`src/design/cpe_pkg.sv`:
```
// Package of the covariance prediction engine: types, constants and saturation helpers.
package cpe_pkg;

  localparam int DATA_W      = 32;
  localparam int MAX_DIM_DEF = 4;
  localparam int CFG_IDX_W   = 2;

  // Cycles from the last issued step until its result is readable in memory.
  localparam int DRAIN_CYCLES = 4;
  localparam int DRAIN_W      = 2;

  localparam logic [CFG_IDX_W-1:0] CFG_DIMENSION = 2'd0;
  localparam logic [CFG_IDX_W-1:0] CFG_TIME_STEP = 2'd1;

  localparam logic [2:0]        DIM_RESET       = 3'd4;
  localparam logic [DATA_W-1:0] TIME_STEP_RESET = 32'd65536;

  typedef enum logic [1:0] {
    OP_LOAD_F  = 2'd0,
    OP_LOAD_Q  = 2'd1,
    OP_LOAD_P  = 2'd2,
    OP_COMPUTE = 2'd3
  } opcode_e;

  typedef enum logic [1:0] {
    SEL_FP    = 2'd0,
    SEL_FPFT  = 2'd1,
    SEL_NOISE = 2'd2,
    SEL_EMIT  = 2'd3
  } step_sel_e;

  typedef struct packed {
    logic      issue;
    step_sel_e sel;
    logic      first;
    logic      last;
    logic      clr_sat;
    logic      out_load;
    logic      out_last;
  } cpe_cmd_t;

  typedef struct packed {
    logic              hit;
    logic [DATA_W-1:0] val;
  } sat_t;

  function automatic sat_t sat32(input logic signed [63:0] v);
    sat_t r;
    if (v > 64'sd2147483647) begin
      r.hit = 1'b1;
      r.val = 32'h7fff_ffff;
    end else if (v < -64'sd2147483648) begin
      r.hit = 1'b1;
      r.val = 32'h8000_0000;
    end else begin
      r.hit = 1'b0;
      r.val = v[31:0];
    end
    return r;
  endfunction

endpackage

```
`src/design/cpe_ctrl.sv`:
```
// Sequencer of the covariance prediction engine: walks the two products and the emission.
module cpe_ctrl import cpe_pkg::*; #(
  parameter int MAX_DIM = MAX_DIM_DEF,
  localparam int IW = (MAX_DIM > 1) ? $clog2(MAX_DIM) : 1
) (
  input  logic          clk_i,
  input  logic          rst_ni,
  input  logic [2:0]    dimension_i,
  input  logic          start_i,
  output logic          in_ready_o,
  input  logic          out_ready_i,
  output logic          out_valid_o,
  output cpe_cmd_t      cmd_o,
  output logic [IW-1:0] i_o,
  output logic [IW-1:0] j_o,
  output logic [IW-1:0] k_o
);

  typedef enum logic [3:0] {
    S_IDLE, S_FP, S_DRAIN1, S_FPFT, S_NOISE, S_DRAIN2, S_ERD, S_ELD, S_EOUT
  } state_e;

  state_e               state_q;
  logic [IW-1:0]        i_q, j_q, k_q;
  logic [DRAIN_W-1:0]   drain_q;
  logic                 out_valid_q;
  logic [IW-1:0]        nm1;
  logic                 last_elem;

  // Out-of-range sizes are folded to the nearest legal one.
  always_comb begin
    if (dimension_i == 3'd0) begin
      nm1 = '0;
    end else if (int'(dimension_i) > MAX_DIM) begin
      nm1 = IW'(MAX_DIM - 1);
    end else begin
      nm1 = IW'(dimension_i - 3'd1);
    end
  end

  assign last_elem = (i_q == nm1) && (j_q == nm1);

  always_ff @(posedge clk_i or negedge rst_ni) begin
    if (!rst_ni) begin
      state_q     <= S_IDLE;
      i_q         <= '0;
      j_q         <= '0;
      k_q         <= '0;
      drain_q     <= '0;
      out_valid_q <= 1'b0;
    end else begin
      unique case (state_q)
        S_IDLE: begin
          if (start_i) begin
            i_q     <= '0;
            j_q     <= '0;
            k_q     <= '0;
            state_q <= S_FP;
          end
        end
        S_FP: begin
          if (k_q == nm1) begin
            k_q <= '0;
            if (j_q == nm1) begin
              j_q <= '0;
              if (i_q == nm1) begin
                i_q     <= '0;
                drain_q <= '0;
                state_q <= S_DRAIN1;
              end else begin
                i_q <= IW'(i_q + 1'b1);
              end
            end else begin
              j_q <= IW'(j_q + 1'b1);
            end
          end else begin
            k_q <= IW'(k_q + 1'b1);
          end
        end
        S_DRAIN1: begin
          if (drain_q == DRAIN_W'(DRAIN_CYCLES - 1)) begin
            drain_q <= '0;
            state_q <= S_FPFT;
          end else begin
            drain_q <= DRAIN_W'(drain_q + 1'b1);
          end
        end
        S_FPFT: begin
          if (k_q == nm1) begin
            k_q     <= '0;
            state_q <= S_NOISE;
          end else begin
            k_q <= IW'(k_q + 1'b1);
          end
        end
        S_NOISE: begin
          state_q <= S_FPFT;
          if (j_q == nm1) begin
            j_q <= '0;
            if (i_q == nm1) begin
              i_q     <= '0;
              drain_q <= '0;
              state_q <= S_DRAIN2;
            end else begin
              i_q <= IW'(i_q + 1'b1);
            end
          end else begin
            j_q <= IW'(j_q + 1'b1);
          end
        end
        S_DRAIN2: begin
          if (drain_q == DRAIN_W'(DRAIN_CYCLES - 1)) begin
            drain_q <= '0;
            state_q <= S_ERD;
          end else begin
            drain_q <= DRAIN_W'(drain_q + 1'b1);
          end
        end
        S_ERD: begin
          state_q <= S_ELD;
        end
        S_ELD: begin
          out_valid_q <= 1'b1;
          state_q     <= S_EOUT;
        end
        S_EOUT: begin
          if (out_ready_i) begin
            out_valid_q <= 1'b0;
            if (last_elem) begin
              i_q     <= '0;
              j_q     <= '0;
              state_q <= S_IDLE;
            end else begin
              state_q <= S_ERD;
              if (j_q == nm1) begin
                j_q <= '0;
                i_q <= IW'(i_q + 1'b1);
              end else begin
                j_q <= IW'(j_q + 1'b1);
              end
            end
          end
        end
        default: state_q <= S_IDLE;
      endcase
    end
  end

  always_comb begin
    cmd_o       = '0;
    cmd_o.sel   = SEL_FP;
    unique case (state_q)
      S_IDLE: cmd_o.clr_sat = start_i;
      S_FP: begin
        cmd_o.issue = 1'b1;
        cmd_o.first = (k_q == '0);
        cmd_o.last  = (k_q == nm1);
      end
      S_FPFT: begin
        cmd_o.issue = 1'b1;
        cmd_o.sel   = SEL_FPFT;
        cmd_o.first = (k_q == '0);
      end
      S_NOISE: begin
        cmd_o.issue = 1'b1;
        cmd_o.sel   = SEL_NOISE;
        cmd_o.last  = 1'b1;
      end
      S_ERD, S_ELD: begin
        cmd_o.sel      = SEL_EMIT;
        cmd_o.out_load = (state_q == S_ELD);
        cmd_o.out_last = last_elem;
      end
      default: cmd_o.sel = SEL_FP;
    endcase
  end

  assign in_ready_o  = (state_q == S_IDLE);
  assign out_valid_o = out_valid_q;
  assign i_o         = i_q;
  assign j_o         = j_q;
  assign k_o         = k_q;

endmodule

```
`config.mk`:
```
export PLATFORM = sky130hd
export DESIGN_NAME = cpe_ctrl
export DESIGN_NICKNAME = d
export VERILOG_FILES = /design/src/design/cpe_pkg.sv /design/src/design/cpe_ctrl.sv
export SDC_FILE = /design/constraint.sdc
export NUM_CORES = 1
export LEC_CHECK = 0
export ABC_CLOCK_PERIOD_IN_PS = 2550
export BUFFER_PORTS_ARGS = -buffer_cell sky130_fd_sc_hd__buf_4
export CAP_MARGIN = 20
export CORE_MARGIN = 2
export CORE_UTILIZATION = 33
export DETAILED_ROUTE_END_ITERATION = 8
export GPL_TIMING_DRIVEN = 0
export SYNTH_ARGS = -nofsm -noshare
export SYNTH_HDL_FRONTEND = slang
export SYNTH_SLANG_ARGS = --single-unit
export TNS_END_PERCENT = 5
```
`constraint.sdc`:
```
create_clock -name clk_i -period 2.55 [get_ports clk_i]
set_clock_uncertainty 0.05 [all_clocks]
set_input_delay 0.51 -clock clk_i [delete_from_list [all_inputs] [get_ports clk_i]]
set_output_delay 0.51 -clock clk_i [all_outputs]
set_load 0.05 [all_outputs]
```
==> reports/metrics.csv <==
stage,metric,value,unit
timing,Relative slew margins,0.605,
clock_tree,clock tree buffer depth,2,
layout,"most common cell after layout, fill and taps aside",buf_4,
floorplanning,IO Count,23,
clock_tree,later-pin clock latency in the skew report,0.27,ns
pwr,Reg power frac,0.228,
pwr,clock share of power,0.074,
global_route,Total GRT Usage,0.170,
route,total wire length,3.19,mm
clock_tree,CTS root buf,clkbuf_4,
setup_path,Critical Path RT,1.99,ns
layout,layout cells sized above 1,0.317,
layout,n_diodes,0,
synthesis,synthesis-stage register bit count,13,
route,Initial DRC Count,78,
placed_design,port bufs,22,
setup_path,Crit Path Max Fanout,5,
global_route,first-pass GRT wire length,5.55,mm
clock_tree,CTS Buf Count,3,
clock_tree,Worst-path clk slew,0.09,ns
synthesis,mapped cell area,1190,sq um
route,Via Count,1270,
layout,fin nets,194,
global_route,largest net degree at the start of global routing,14,
synthesis,"area leader, netlist",dfrtp_1,
setup_path,WP data arrival,2.21,ns
setup_path,Worst setup EP type,output port,
placed_design,HPWL Detailed,2.39,mm
setup_path,startpoint type of the worst setup path,input pin,
floorplanning,die outline width,64.0,microns
route,DRC violations left,0,
synthesis,Synth Area per Inst,7.77,sq um
route,routed len/inst,13.9,microns
synthesis,Post-synth EDFFs,0,
route,Detailed Routing Iterations Pass 1,4,
job,max-cap violations,0,
timing,period utilization,1.09,
clock_tree,CTS tree,built,
clock_tree,Clock Sink Count,13,
synthesis,synthesized net count,163,
synthesis,post-synth cell types,49,
floorplanning,die height,64.0,microns
synthesis,Synth top area share,0.274,
timing,RSZ-0062 raised after global routing,yes,
synthesis,top post-synthesis cells by area,"dfrtp_1, nand2_1, nor2_1",
synthesis,largest family of logic cells by synthesized area,simple AND/OR/NAND/NOR gates,
pwr,Sw Pwr,935,uW
timing,Peak Freq,361,MHz
synthesis,Synth Area in Compound Gates,0.300,
synthesis,Post-Synth XOR/XNOR Area,0.00737,
synthesis,mux contribution to synthesized area,0.0295,
placed_design,gp weighted congestion,0.816,
run_status,failing checks,setup timing,
timing,Setup WS post-layout,-0.222,ns
pwr,Net Sw Frac,0.533,
timing,final setup fails,2,
pwr,Cell Int Power,819,uW
global_route,grt ovf,0,
synthesis,post-synthesis async set-or-reset flop share,1.00,
route,via/cell ratio,5.55,
synthesis,Cells after Synth,153,
synthesis,sequential area share after synthesis,0.274,
floorplanning,# rows,21,
floorplanning,Core Box Area,3390,sq um
global_route,vias in the first global route,1233,
timing,worst-margin pin slew,0.592,ns
clock_tree,H-tree depth,1,
timing,Pins Over Slew Limit,0,
layout,Area Overhead vs Synth,34.8,%
synthesis,Synth warnings,0,
pwr,overall power,1.75,mW
synthesis,Post-Synth Simple-Gate Area,0.311,
worst_hold_path,HP Class,input pin to asynchronous set/reset pin,
clock_tree,Hold Buf Count CTS,0,
synthesis,adder-cell share of the synthesized area,0.0316,
layout,# fillers,331,
pwr,VDD IR max,0.000504,V
timing,Final min period,2.77,ns
pwr,PwrDens,1090,nW/um^2
run_status,status,"finished, violations left",
synthesis,"Primary FF master, synth",dfrtp_1,
global_route,initial antenna violation count,0,
route,ANT nets after route,0,
floorplanning,Die ar.,4100,sq um
timing,WHS,0.0206,ns
floorplanning,Starting Density,0.351,
setup_path,Crit Path Category,input pin to output port,
pwr,Gate power share,0.698,
layout,most frequent cells in the layout,"buf_4, nand2_1, nor2_1",
pwr,Pleak,0.686,nW
timing,Final Hold Viols,0,
==> what timing repair did <==
item,in CTS,in global routing
buffers inserted,5,0
endpoints found under the hold margin,0,0
setup endpoints to repair,3,3
cloned,0,0
pin swaps,6,0
resized for setup,19,3
==> registers in the layout (all words and copies together), names as in the netlist <==
| register | cells |
|---|---|
| k_o | 2 |
| drain_q | 2 |
| j_o | 2 |
| i_o | 2 |
| state_q | 4 |
| out_valid_o | 1 |
==> final timing paths <==
check / start / endpoint / slack [ns] / depth (start not counted)
max: dimension_i[1] / cmd_o[3] / -0.22 / 10
max reg2reg: k_o[0] / state_q[0] / 0.25 / 8
min: rst_ni / k_o[1] / 0.02 / 1
max in group asynchronous: rst_ni / k_o[0] / 2.25 / 1
min reg2reg: drain_q[0] / drain_q[0] / 0.45 / 1
min in group clk_i: out_ready_i / state_q[3] / 0.38 / 2
==> logic make-up after synthesis <==
family,count (synthesis)
mux,3
simple gates,74
buf+inv,14
xor+xnor,1
fa+ha+maj,3
flops,13
compound gates,45
==> cell usage after synthesis (4+ instances only) <==
| cell | number |
|---|---|
| nor2_1 | 18 |
| a21oi_1 | 6 |
| dfrtp_1 | 13 |
| o21ai_0 | 8 |
| clkbuf_1 | 5 |
| nor2b_1 | 9 |
| nand3_1 | 4 |
| o22ai_1 | 4 |
| nor3_1 | 4 |
| nand2_1 | 21 |
| inv_1 | 8 |
==> worst max-delay path: stages <==
cell,delay (ns)
buf_6,0.09
inv_4,0.04
ha_4,0.20
and2b_4,0.18
a2bb2oi_2,0.15
o311ai_2,0.15
a311oi_4,0.27
and2b_2,0.26
o21a_4,0.21
buf_8,0.14
==> metrics by stage <==
step	instances	worst slack [ns]	utilization	area (sq um)	setup TNS, ns
after CTS	229	-0.224	0.470	1590	-0.292
after global placement	221	-0.686	0.430	1460	-2.42
after floorplan	153	-0.228	-	1230	-0.357
final	229	-0.222	0.473	1600	-0.280
after detailed placement	221	-0.713	0.430	1460	-2.74
after global routing	229	-0.295	0.473	1600	-0.451
==> power groups by stage <==
stage	logic (mW)	clock network, mW	registers [mW]
floorplan	0.781	0	0.497
global placement	1.15	0	0.385
detailed placement	1.17	0	0.393
CTS	1.22	0.134	0.398
global route	1.33	0.150	0.418
finish	1.22	0.129	0.400
==> metal layers <==
layer	up-vias	global-route usage	wire length, microns
li1	626	-	-
met1	609	0.208	1400
met2	33	0.309	1650
met3	2	0.0211	123
met4	0	0.0489	19
met5	-	0	0
==> final cells by class <==
type | instances | area, sq um | area share
Multi-Input combinational cell | 126 | 907 | 0.566
Inverter | 8 | 35.0 | 0.0219
Sequential cell | 13 | 327 | 0.204
Buffer | 5 | 20.0 | 0.0125
Tap cell | 46 | 57.6 | 0.0359
Timing Repair Buffer | 27 | 230 | 0.144
Clock buffer | 4 | 26.3 | 0.0164
Note: power is estimated with default switching activity, not from simulation.
